**src/hw/rtl/kvi_ram.sv**
```systemverilog
// Generic single-write, single-read RAM with registered read data.
// Depends on nothing.
`default_nettype none
module kvi_ram #(
   parameter int WIDTH = 8,
   parameter int DEPTH = 16
) (
   input  wire logic                     clock,
   input  wire logic                     we,
   input  wire logic [$clog2(DEPTH)-1:0] waddr,
   input  wire logic [WIDTH-1:0]         wdata,
   input  wire logic                     re,
   input  wire logic [$clog2(DEPTH)-1:0] raddr,
   output      logic [WIDTH-1:0]         rdata
);
   logic [WIDTH-1:0] mem_ff [DEPTH];

   always_ff @(posedge clock) begin
      if (we) begin
         mem_ff[waddr] <= wdata;
      end
      if (re) begin
         rdata <= mem_ff[raddr];
      end
   end
endmodule
`default_nettype wire

```
**config.mk**
```make
export PLATFORM = sky130hd
export DESIGN_NAME = kvi_ram
export DESIGN_NICKNAME = d
export VERILOG_FILES = /design/src/hw/rtl/kvi_ram.sv
export SDC_FILE = /design/constraint.sdc
export NUM_CORES = 1
export LEC_CHECK = 0
export BUFFER_PORTS_ARGS = -buffer_cell sky130_fd_sc_hd__buf_4
export CORE_ASPECT_RATIO = 1.4
export CORE_MARGIN = 2
export CORE_UTILIZATION = 35
export DETAILED_ROUTE_END_ITERATION = 10
export PLACE_DENSITY = 0.52
export SYNTH_ARGS = -nofsm -noshare
export SYNTH_HDL_FRONTEND = slang
export SYNTH_SLANG_ARGS = --single-unit
```
**constraint.sdc**
```tcl
create_clock -name clock -period 1.8 [get_ports clock]
set_input_delay 0.18 -clock clock [delete_from_list [all_inputs] [get_ports clock]]
set_output_delay 0.18 -clock clock [all_outputs]
set_load 0.005 [all_outputs]
```
==> impl_metrics.toml, run 1 <==
[status]
status = "finished, final reports clean"

[routing]
ant_nets = 0
drt_iter0_drc = 133
route.detailed.drc = 0
firstDrtPassIters = 5
post_drt_wl_per_cell_um = 21.3
wirelength_um = 10500
viasPerCell = 4.96
num_vias = 2435

[pwr]
power_leakage_nw = 2.17
p_switching_mw = 1.56
combPwrFrac = 0.048
ir_drop_uv = 498
power_density_nw_per_um2 = 1170
switching_share = 0.207
clock_power_share = 0.474
seqPwrFrac = 0.478
intPower_mw = 5.95

[synthesis]
synth_warnings = 0
ys_types = 18
netlist_instances = 229
synth.yosys.seq_area_share = 0.781
ys_seq_elements = 136
yosys-top-cells-area = "edfxtp_1 (78%), mux4_2 (7.8%), mux4_1 (7.0%)"
synth_area_um2 = 5230
synth_area_per_cell_um2 = 22.8
synth_top_area_frac = 0.781
synth_top_area_cell = "edfxtp_1"
syn-num-nets = 248

[cts]
clkSinkCount = 136
clock_latency_ns = 0.41
clkTransAtPathRegs_ns = 0.06
cts_root_buf = "clkbuf_16"
ctsResizeCount = 0
cts_tree = "yes"
cts_buffers = 17
cts_htree_levels = 4
hold_buffers = 0
cts_setup_buffers = 0
clock_path_buffers = 2

[setup_path]
ff2ff_path_depth = 3
cp.arrival_ns = 1.69
criticalPathCategory = "register to register"
endpoint_kind = "register"
reg2reg_setup_slack_ns = 0.26
r2r-start = "mem_ff[2][2]"
crit_fanout = 1
cp.required_ns = 1.95
r2r-end = "rdata[2]"
cp-start-kind = "register"

[hold_path]
holdPathEnd = "mem_ff[4][3]"
worstHoldStart = "wdata[3]"
whs_path_depth = 1
worstHoldPathType = "input pin to register"

[global_route]
grt_pass1_vias = 2680
grt_pass1_wl_um = 16100
track_usage = 0.144
antenna_found_initial = 0
grt_max_degree = 19
grt_overflow = 0

[job]
drv_cap = 0

[placed_design]
place_hpwl_um = 7090
placed_cells = 459
gp_congestion = 0.714
placed_cell_area_um2 = 5810
port_buffers = 26

[cells_and_area]
area_growth_pct = 23.0
layout_commonest_cell = "edfxtp_1"
fillers = 1240
drive_gt1_frac = 0.338
multi_input_area_um2 = 1060
antenna_cells = 0
layout.nets = 308
final_cell_mix = "edfxtp_1 (136), buf_4 (47), mux4_2 (18), clkbuf_16 (17), a22oi_1 (16)"
design_area_um2 = 6430
stdcell_count = 491
regArea_um2 = 4080

[sta]
slew_headroom = 0.740
skew_ns = 0.00912
finalHoldViolCount = 0
min_period_over_period = 0.855
fin_tns_setup_ns = 0
tightest_slew_ns = 0.389
slew_violations = 0
max_freq_mhz = 650
hold_ws_ns = 0.0814
setup_viol = 0
period_needed_ns = 1.54
rsz0062_at_grt = "no"

[floorplan]
coreArea_um2 = 14500
die_h_um = 149
start_util = 0.360
chipWidth_um = 107
rows = 52
die-area_um2 = 15900
ios = 27
[final cells by class]
type,count,area share
repair buffers,51,0.0674
well taps,189,0.0368
clock inverters,15,0.0298
flip-flops and latches,136,0.635
multi-input cells,83,0.164
clock buffers,17,0.0662
[how the worst max path moves through the flow]
| stage | start | endpoint | slack, ns | depth (start not counted) |
|---|---|---|---|---|
| floorplan | waddr[2] | mem_ff[0][0] | 0.13 | 2 |
| global placement | raddr[0] | rdata[2] | 0.008 | 5 |
| detailed placement | raddr[0] | rdata[2] | 0.01 | 5 |
| CTS | mem_ff[4][2] | rdata[2] | 0.25 | 3 |
| global route | mem_ff[9][4] | rdata[4] | 0.18 | 3 |
| finish | mem_ff[2][2] | rdata[2] | 0.26 | 3 |
[power groups by stage]
stage	registers [mW]	clock network (mW)	logic, mW
5_1_grt	3.59	3.74	0.396
3_5_place_dp	3.66	0	0.372
3_3_place_gp	3.65	0	0.369
6_report	3.59	3.55	0.362
4_1_cts	3.59	3.61	0.373
2_1_floorplan	3.65	0	0.180
[sequential cells by signal, indices dropped and copies added, names as in the netlist]
name / flops
mem_ff: 128
rdata: 8
[critical path, stage by stage, from the launching register on]
cell and delay (ns):
edfxtp_1 0.35, mux4_1 0.49, a22oi_1 0.35, nand2_1 0.09
[cell usage after synthesis (all sizes together)]
| cell | number |
|---|---|
| edfxtp | 136 |
| mux4 | 32 |
| a22oi | 16 |
| nor2 | 13 |
| nand2 | 9 |
| buf | 7 |
| nor3 | 4 |
| clkdlybuf4s25 | 3 |
| nand2b | 2 |
| nand3b | 2 |
| and2 | 1 |
| and2b | 1 |
| nand3 | 1 |
| nor2b | 1 |
| or3b | 1 |
[kinds of logic (layout without fill, tap and decap cells)]
family,Yosys count,after routing,synth area share
buffers and inverters,10,83,0.0165
AND/OR/NAND/NOR,35,35,0.0314
AO/OA/AOI/OAI,16,16,0.0230
multiplexers,32,32,0.148
flip-flops,136,136,0.781
[routing by layer]
layer / routed length [µm] / GRT usage / part of all wire / up-vias
li1: - / - / - / 1102
met3: 287 / 0.0333 / 0.027 / 10
met4: 165 / 0.0617 / 0.016 / 0
met2: 5720 / 0.251 / 0.55 / 44
met5: 0 / 0 / 0 / -
met1: 4300 / 0.168 / 0.41 / 1279
[per-stage QoR]
step	util	power, mW	setup slack, ns
finish	0.443	7.50	0.261
global route	0.443	7.73	0.177
CTS	0.443	7.57	0.246
detailed placement	0.400	4.03	0.0126
global placement	0.400	4.02	0.00825
floorplan	-	3.83	0.127
No activity file was read; power rests on OpenSTA's default activity.
==> run 2, diff against run 1 <==
CORE_MARGIN = not set   (was 2)
SLEW_MARGIN = 20   (was not set)
==> run 2 against run 1 <==
- cell count up 0.81%
- wire length up 1.3%
- utilization down 0.33 points
- register-to-register slack about the same
- via count up 1.2%
- combinational power about the same
- clock skew down 0.0025 ns
- sequential power about the same
- clock power down 12%
- clock-buffer cell count up 1
- cell area down 0.74%
- critical path type unchanged
- largest cell class unchanged
- largest power group unchanged
- highest routed layer unchanged
==> impl_metrics.toml, run 2 (synthesis gave the netlist of run 1 again) <==
[status]
status = "finished, final reports clean"

[floorplan]
die_h_um = 147
rows = 52
chipWidth_um = 105
coreArea_um2 = 14500
start_util = 0.360
die-area_um2 = 15400
ios = 27

[sta]
slew_violations = 0
tightest_slew_ns = 0.435
slew_headroom = 0.710
setup_viol = 0
finalHoldViolCount = 0
period_needed_ns = 1.54
max_freq_mhz = 649
skew_ns = 0.00661
fin_tns_setup_ns = 0
min_period_over_period = 0.856
rsz0062_at_grt = "no"
layout_setup_ws_ns = 0.259

[routing]
ant_nets = 0
drt_iter0_drc = 98
route.detailed.drc = 0
num_vias = 2465
wirelength_um = 10600
firstDrtPassIters = 4
post_drt_wl_per_cell_um = 21.4
viasPerCell = 4.98

[cts]
ctsResizeCount = 0
cts_buffers = 17
cts_root_buf = "clkbuf_16"
cts_htree_levels = 4
clkTransAtPathRegs_ns = 0.06
cts_setup_buffers = 0
clock_path_buffers = 2
cts_tree = "yes"
clock_latency_ns = 0.41
clkSinkCount = 136
hold_buffers = 0

[setup_path]
endpoint_kind = "register"
cp.required_ns = 1.95
cp-start-kind = "register"
cp.arrival_ns = 1.69
reg2reg_setup_slack_ns = 0.26
criticalPathCategory = "register to register"
crit_fanout = 1

[cells_and_area]
antenna_cells = 0
design_area_um2 = 6380
area_growth_pct = 22.0
layout_commonest_cell = "edfxtp_1"
drive_gt1_frac = 0.333
regMostFlops = "mem_ff"
stdcell_count = 495
reg_top3 = "mem_ff (128), rdata (8)"
largest_reg_flops = 128
final_cell_mix = "edfxtp_1 (136), buf_4 (51), mux4_2 (18), clkbuf_16 (17), a22oi_1 (16)"
layout.nets = 312

[global_route]
grt_pass1_vias = 2589
antenna_found_initial = 0
grt_pass1_wl_um = 15900
grt_overflow = 0
grt_max_degree = 23
track_usage = 0.148

[pwr]
power_leakage_nw = 2.16
power_density_nw_per_um2 = 1110
ir_drop_uv = 500
clock_power_share = 0.442
total_power_mw = 7.07
combPwrFrac = 0.051
p_switching_mw = 1.46
intPower_mw = 5.62
switching_share = 0.206
seqPwrFrac = 0.507

[job]
drv_cap = 0

[placed_design]
preCtsSetupSlack_ns = 0.125
placed_cell_area_um2 = 5840
place_hpwl_um = 7110
gp_congestion = 0.753
port_buffers = 26
placed_cells = 463

[hold_path]
worstHoldPathType = "input pin to register"
-- run 2: power by group through the flow --
| stage | combinational [mW] | clock, mW | sequential [mW] |
|---|---|---|---|
| 2_1_floorplan | 0.180 | 0 | 3.65 |
| 3_3_place_gp | 0.366 | 0 | 3.65 |
| 3_5_place_dp | 0.372 | 0 | 3.65 |
| 4_1_cts | 0.373 | 3.18 | 3.59 |
| 5_1_grt | 0.393 | 3.29 | 3.59 |
| 6_report | 0.362 | 3.12 | 3.59 |
-- run 2: critical path, stage by stage, from the launching register on --
cell	delay [ns]
edfxtp_1	0.35
mux4_1	0.53
a22oi_1	0.31
nand2_1	0.09
-- run 2: final timing paths --
path	from	to	depth (start not counted)
worst max register to register	mem_ff[1][0]	rdata[0]	3
worst max-delay path	mem_ff[1][0]	rdata[0]	3
worst min register to register	mem_ff[14][1]	rdata[1]	3
worst min-delay path	wdata[0]	mem_ff[1][0]	1
-- run 2: final cells by class --
type,instances,area [µm²]
clock buffer,18,429
clock inverter,14,110
fill,1238,8130
multi-input combinational,83,1060
sequential,136,4080
tap,189,236
timing repair buffer,55,463
-- run 2: per-layer routing --
metal / vias to the layer above / global-route usage / share of wire
met3: 6 / 0.0393 / 0.042
met4: 0 / 0.0570 / 0.0098
met1: 1293 / 0.182 / 0.43
met2: 60 / 0.249 / 0.52
li1: 1106 / - / -
met5: - / 0 / 0
-- run 2: per-stage QoR --
| stage | hold WS [ns] | util |
|---|---|---|
| final | 0.0776 | 0.440 |
| after global routing | 0.0765 | 0.440 |
| after CTS | 0.0628 | 0.440 |
| after detailed placement | 0.496 | 0.403 |
| after global placement | 0.483 | 0.403 |
| after floorplan | 0.279 | - |
