File: src/hw/rtl/kvi_pkg.sv
// Shared types, constants and helpers of the keyframe vec2 interpolator.
// Depends on nothing; the files that use it refer to it by scoped names.
`default_nettype none
package kvi_pkg;

   localparam int MAX_KEYS = 16;
   localparam int IDX_W    = $clog2(MAX_KEYS);
   localparam int CNT_W    = $clog2(MAX_KEYS + 1);
   localparam int STEP_W   = 17;
   localparam int VAL_W    = 32;
   localparam int KEY_W    = STEP_W + 2 * VAL_W;

   // interpolation datapath widths
   localparam int NUM_W  = STEP_W + 1;             // progress - start step
   localparam int DIFF_W = VAL_W + 1;              // end - start value
   localparam int PROD_W = DIFF_W + NUM_W;         // diff * num
   localparam int DIVN_W = PROD_W + 1;             // 2*mag + den
   localparam int DIVD_W = STEP_W + 1;             // 2*den
   localparam int SUM_W  = DIVN_W + 2;             // start +/- quotient

   localparam logic [STEP_W-1:0] Q_ONE     = STEP_W'(65536);
   localparam logic [VAL_W-1:0]  VAL_ONE   = VAL_W'(65536);
   localparam logic [CNT_W-1:0]  KEYS_FULL = CNT_W'(MAX_KEYS);

   localparam logic [1:0] REQ_SET   = 2'd0;
   localparam logic [1:0] REQ_START = 2'd1;
   localparam logic [1:0] REQ_PROG  = 2'd2;
   localparam logic [1:0] REQ_RSVD  = 2'd3;

   typedef struct packed {
      logic [STEP_W-1:0]       step;
      logic signed [VAL_W-1:0] x;
      logic signed [VAL_W-1:0] y;
   } key_type;

   typedef struct packed {
      logic              start;
      logic [DIVN_W-1:0] nx;
      logic [DIVN_W-1:0] ny;
      logic [DIVD_W-1:0] d;
   } div_req_type;

   typedef struct packed {
      logic              done;
      logic [DIVN_W-1:0] qx;
      logic [DIVN_W-1:0] qy;
   } div_rsp_type;

   // clamp a wide signed sum to the 32-bit signed range
   function automatic logic [VAL_W-1:0] sat_val(input logic [SUM_W-1:0] s);
      logic hi_any;
      logic hi_all;
      logic [VAL_W-1:0] r;
      hi_any = |s[SUM_W-2:VAL_W-1];
      hi_all = &s[SUM_W-2:VAL_W-1];
      if (!s[SUM_W-1] && hi_any) begin
         r = {1'b0, {(VAL_W-1){1'b1}}};
      end else if (s[SUM_W-1] && !hi_all) begin
         r = {1'b1, {(VAL_W-1){1'b0}}};
      end else begin
         r = s[VAL_W-1:0];
      end
      return r;
   endfunction

endpackage
`default_nettype wire

File: src/hw/rtl/kvi_div.sv
// Two-lane restoring divider, one quotient bit per cycle, shared divisor.
// Depends on kvi_pkg for widths and the request/response structs.
`default_nettype none
module kvi_div (
   input  wire logic                 clock,
   input  wire logic                 reset,
   input  wire kvi_pkg::div_req_type req,
   output      kvi_pkg::div_rsp_type rsp
);
   localparam int CTR_W = $clog2(kvi_pkg::DIVN_W + 1);
   localparam int REM_W = kvi_pkg::DIVD_W;

   logic                        busy_ff, busy_in;
   logic                        done_ff, done_in;
   logic [CTR_W-1:0]            ctr_ff, ctr_in;
   logic [kvi_pkg::DIVN_W-1:0]  nx_ff, nx_in, ny_ff, ny_in;
   logic [REM_W-1:0]            rx_ff, rx_in, ry_ff, ry_in;
   logic [REM_W-1:0]            d_ff, d_in;
   logic [REM_W:0]              tx, ty;
   logic                        bx, by;

   always_comb begin
      busy_in = busy_ff;
      done_in = 1'b0;
      ctr_in  = ctr_ff;
      nx_in   = nx_ff;
      ny_in   = ny_ff;
      rx_in   = rx_ff;
      ry_in   = ry_ff;
      d_in    = d_ff;
      tx      = {rx_ff, nx_ff[kvi_pkg::DIVN_W-1]};
      ty      = {ry_ff, ny_ff[kvi_pkg::DIVN_W-1]};
      bx      = tx >= {1'b0, d_ff};
      by      = ty >= {1'b0, d_ff};
      if (req.start) begin
         busy_in = 1'b1;
         ctr_in  = CTR_W'(kvi_pkg::DIVN_W);
         nx_in   = req.nx;
         ny_in   = req.ny;
         rx_in   = '0;
         ry_in   = '0;
         d_in    = req.d;
      end else if (busy_ff) begin
         // shift in next dividend bit, subtract when it fits
         rx_in  = bx ? REM_W'(tx - {1'b0, d_ff}) : tx[REM_W-1:0];
         ry_in  = by ? REM_W'(ty - {1'b0, d_ff}) : ty[REM_W-1:0];
         nx_in  = {nx_ff[kvi_pkg::DIVN_W-2:0], bx};
         ny_in  = {ny_ff[kvi_pkg::DIVN_W-2:0], by};
         ctr_in = ctr_ff - CTR_W'(1);
         if (ctr_ff == CTR_W'(1)) begin
            busy_in = 1'b0;
            done_in = 1'b1;
         end
      end
   end

   always_ff @(posedge clock) begin
      if (reset) begin
         busy_ff <= 1'b0;
         done_ff <= 1'b0;
      end else begin
         busy_ff <= busy_in;
         done_ff <= done_in;
      end
      ctr_ff <= ctr_in;
      nx_ff  <= nx_in;
      ny_ff  <= ny_in;
      rx_ff  <= rx_in;
      ry_ff  <= ry_in;
      d_ff   <= d_in;
   end

   assign rsp.done = done_ff;
   assign rsp.qx   = nx_ff;
   assign rsp.qy   = ny_ff;
endmodule
`default_nettype wire

File: config.mk
export PLATFORM = sky130hd
export DESIGN_NAME = kvi_div
export DESIGN_NICKNAME = d
export VERILOG_FILES = /design/src/hw/rtl/kvi_pkg.sv /design/src/hw/rtl/kvi_div.sv
export SDC_FILE = /design/constraint.sdc
export NUM_CORES = 1
export LEC_CHECK = 0
export ABC_AREA = 1
export BUFFER_PORTS_ARGS = -buffer_cell sky130_fd_sc_hd__buf_2
export CAP_MARGIN = 30
export CELL_PAD_IN_SITES_DETAIL_PLACEMENT = 0
export CELL_PAD_IN_SITES_GLOBAL_PLACEMENT = 2
export CORE_ASPECT_RATIO = 0.5
export CORE_MARGIN = 3
export CORE_UTILIZATION = 30
export DETAILED_ROUTE_END_ITERATION = 8
export GPL_ROUTABILITY_DRIVEN = 1
export GPL_TIMING_DRIVEN = 1
export PLACE_DENSITY_LB_ADDON = 0.1
export SYNTH_ARGS = -nofsm -noshare
export SYNTH_HDL_FRONTEND = slang
export SYNTH_SLANG_ARGS = --single-unit
File: constraint.sdc
create_clock -name clock -period 5.8 [get_ports clock]
set_input_delay 0.29 -clock clock [delete_from_list [all_inputs] [get_ports clock]]
set_output_delay 0.29 -clock clock [all_outputs]
set_load 0.02 [all_outputs]
==> key figures <==
Global routing
  – Largest net degree at the start of global routing: 79
  – First-pass GRT wire length: 44650 µm
  – Antenna violations before repair: 3
  – Vias in the first global route: 7986
  – Grt total ovfl: 0
  – Total GRT Usage: 17.75%

Hold path
  – HP Start: req[1]
  – Worst Hold Class: input port to flip-flop

Yosys
  – Post-synthesis xor/xnor area fraction: 1.514%
  – Warnings, synthesis: 0
  – Post-synthesis cell type count: 35
  – Synthesized netlist cell count: 1168
  – Sequential share of the synthesized area: 49.09%
  – EDFF count, synth: 122
  – Dominant register cell in the synthesized netlist: edfxtp_1
  – Largest family of logic cells by synthesized area: simple AND/OR/NAND/NOR gates
  – Synth Register Bits: 166
  – Area contributors post-synth: edfxtp_1 (40%), nand2_1 (22%), dfxtp_1 (9.5%)
  – Complex-gate fraction of the synthesized area: 4.082%
  – Post-Syn Nets: 1333
  – Simple-Gate Fraction of Synth Area: 33.00%
  – Synth Area in Adders: 5.568%
  – Async S/R FF share, synth: 0%
  – Most area-hungry cell type in the Yosys netlist: edfxtp_1
  – Area share of the largest cell type after synthesis: 39.57%
  – Synthesized cell area: 9258 µm²
  – Mean Syn Cell Area: 7.926 µm²
  – Mux cell area share after synthesis: 0%

CTS
  – CTS tree: done
  – Worst skew pair latency: 0.44 ns
  – Clock root buffer: clkbuf_16
  – CTS Buffer Depth: 2
  – H-tree levels: 4
  – Clock transition at path regs: 0.07 ns
  – Postcts setup bufs: 0
  – Num CTS Buffers: 17
  – Hold-fix buffers at CTS: 1
  – Clk sinks: 166
  – Post-cts gate resize count: 0

Critical path
  – CP max stage delay: 0.78 ns
  – Reg-to-Reg Start: d_ff[1]
  – Kind of critical path: flip-flop to flip-flop
  – Element type at the critical path end: flip-flop
  – Crit path DAT: 3.16 ns
  – Critical Path RT: 6.18 ns
  – CP max FO: 17
  – Slowest-stage cell, CP: a21oi_2
  – CP Cell Sequence: inv_1, ha_1, nand2_1, nor2_1, and3_1, a21oi_2, buf_4, nand2_4, nand2_1, nand3_1, nand2_1
  – CP dominant cell by count: nand2_1
  – Worst setup SP type: flip-flop
  – Critical Path Start: d_ff[1]

Placed design
  – Port bufs: 229
  – GP Congestion: 0.7983
  – Final HPWL DP: 22180 µm

Outcome
  – Status: finished clean

Drt
  – DRT antenna net count: 0
  – Via density: 4.540
  – Routed length per instance: 16.41 µm
  – Via count: 8126
  – Drt total wl: 29370 µm
  – Initial DRT Pass Iterations: 5
  – Drt drc: 0
  – DR iter-0 viols: 511

STA
  – Slew Limit Headroom: 34.20%
  – Tmin final: 2.784 ns
  – Fin Setup TNS: 0 ns
  – Post-Route Skew: 0.01848 ns
  – Fin crit share: 48.00%
  – Final hold violation count: 0
  – RSZ-0062 raised after global routing: no
  – Slew @ Worst Pin: 0.9870 ns
  – Max-slew violation count: 0
  – Fmax: 359.2 MHz
  – WHS: 0.02891 ns
  – Final setup fails: 0

Floorplanning
  – Die area: 33130 µm²
  – Die width: 254.4 µm
  – Io pins: 230
  – Core ar.: 29670 µm²
  – Die Height: 130.2 µm
  – Std-Cell Rows: 44
  – Initial Util: 31.20%

Pwr
  – Pwr Density: 278.6 nW/µm²
  – Max VDD drop: 0.1680 mV
  – LEAKAGE: 5.836 nW

Cells and area
  – Ratio of cells with drive above 1 in the final layout: 22.19%
  – Layout Area Growth over Synthesis: 23.44%
  – Final Util: 38.51%
  – Filler cells: 3145
  – Final nets: 1549
  – Most frequent cells in the layout: nand2_1 (547), buf_2 (228), edfxtp_1 (122)
  – Commonest non-fill, non-tap cell in the layout: nand2_1

Run
  – Max cap viols: 0
registers in the layout, summed over array words and instances (netlist names):
name / flops
nx_ff: 52
ny_ff: 52
d_ff: 18
rx_ff: 18
ry_ff: 18
ctr_ff: 6
busy_ff: 1
done_ff: 1
per-stage QoR:
| stage | cell area [µm²] | instances | power [W] | worst slack, ns |
|---|---|---|---|---|
| 4_1_cts | 11420 | 1788 | 0.003235 | 3.005 |
| 2_1_floorplan | 9258 | 1168 | 0.001768 | 1.536 |
| 3_5_place_dp | 10780 | 1755 | 0.001982 | 3.009 |
| 6_report | 11430 | 1790 | 0.003183 | 3.016 |
| 5_1_grt | 11420 | 1789 | 0.003334 | 2.837 |
| 3_3_place_gp | 10750 | 1754 | 0.001980 | 2.817 |
cell families after synthesis:
group,after synthesis
simple gates,726
buf+inv,153
fa+ha+maj,40
flops,166
xor+xnor,16
compound gates,67
where the power goes:
part           internal [W]  switching [W]  total, W  leakage [nW]
Sequential          0.00139      0.0000557   0.00144          1.60
Combinational      0.000167       0.000339  0.000505          3.92
Clock              0.000698       0.000536   0.00123         0.311
per-layer routing:
layer	track usage [%]	share of wire [%]	vias to the layer above
met1	24.12	48	3764
met2	28.50	46	168
met4	3.869	1.4	4
li1	-	-	4166
met5	0	0.092	-
met3	4.780	4.8	24
area by class of cell:
| class | instances | area (µm²) | share of cell area, % |
|---|---|---|---|
| diodes | 2 | 5.005 | 0.04380 |
| clock buffers | 17 | 425.4 | 3.723 |
| clock inverters | 15 | 209.0 | 1.829 |
| inverters | 112 | 424.2 | 3.712 |
| multi-input cells | 849 | 4091 | 35.80 |
| flip-flops and latches | 166 | 4544 | 39.77 |
| well taps | 391 | 489.2 | 4.281 |
| repair buffers | 238 | 1239 | 10.84 |
cell usage after synthesis (2+ instances only):
cell      count
buf_4         3
o21ai_0      22
nand3_1      68
fa_1          2
nor3_2        2
xnor2_1      14
a21oi_1      28
nor2_2        2
nand2_2      14
xor2_1        2
nand2_1     547
buf_2         7
inv_2         2
o21ai_1       2
o21bai_1      4
a21oi_2       4
buf_6         4
dfxtp_1      44
nand3b_1     26
clkbuf_1     27
nand3_2       8
inv_1       109
nor3_1        6
nand2_4       4
a31oi_1       2
nor2_1       46
ha_1         38
edfxtp_1    122
and3_1        2
o21ai_2       2
final timing paths:
path	endpoint	slack [ns]	cells after the start
max	ry_ff[16]	3.02	11
min	d_ff[1]	0.03	1
max reg2reg	ry_ff[16]	3.02	11
min reg2reg	rx_ff[10]	0.47	2
worst max-delay path, delay by kind of cell (launching register included):
family / cells / cell delay (ns)
flip-flops: 1 / 0.36
AND/OR/NAND/NOR: 7 / 0.78
adder cells (fa/ha/maj): 1 / 0.29
AO/OA/AOI/OAI: 1 / 0.78
buffers and inverters: 2 / 0.50
Note: power is estimated with default switching activity, not from simulation.
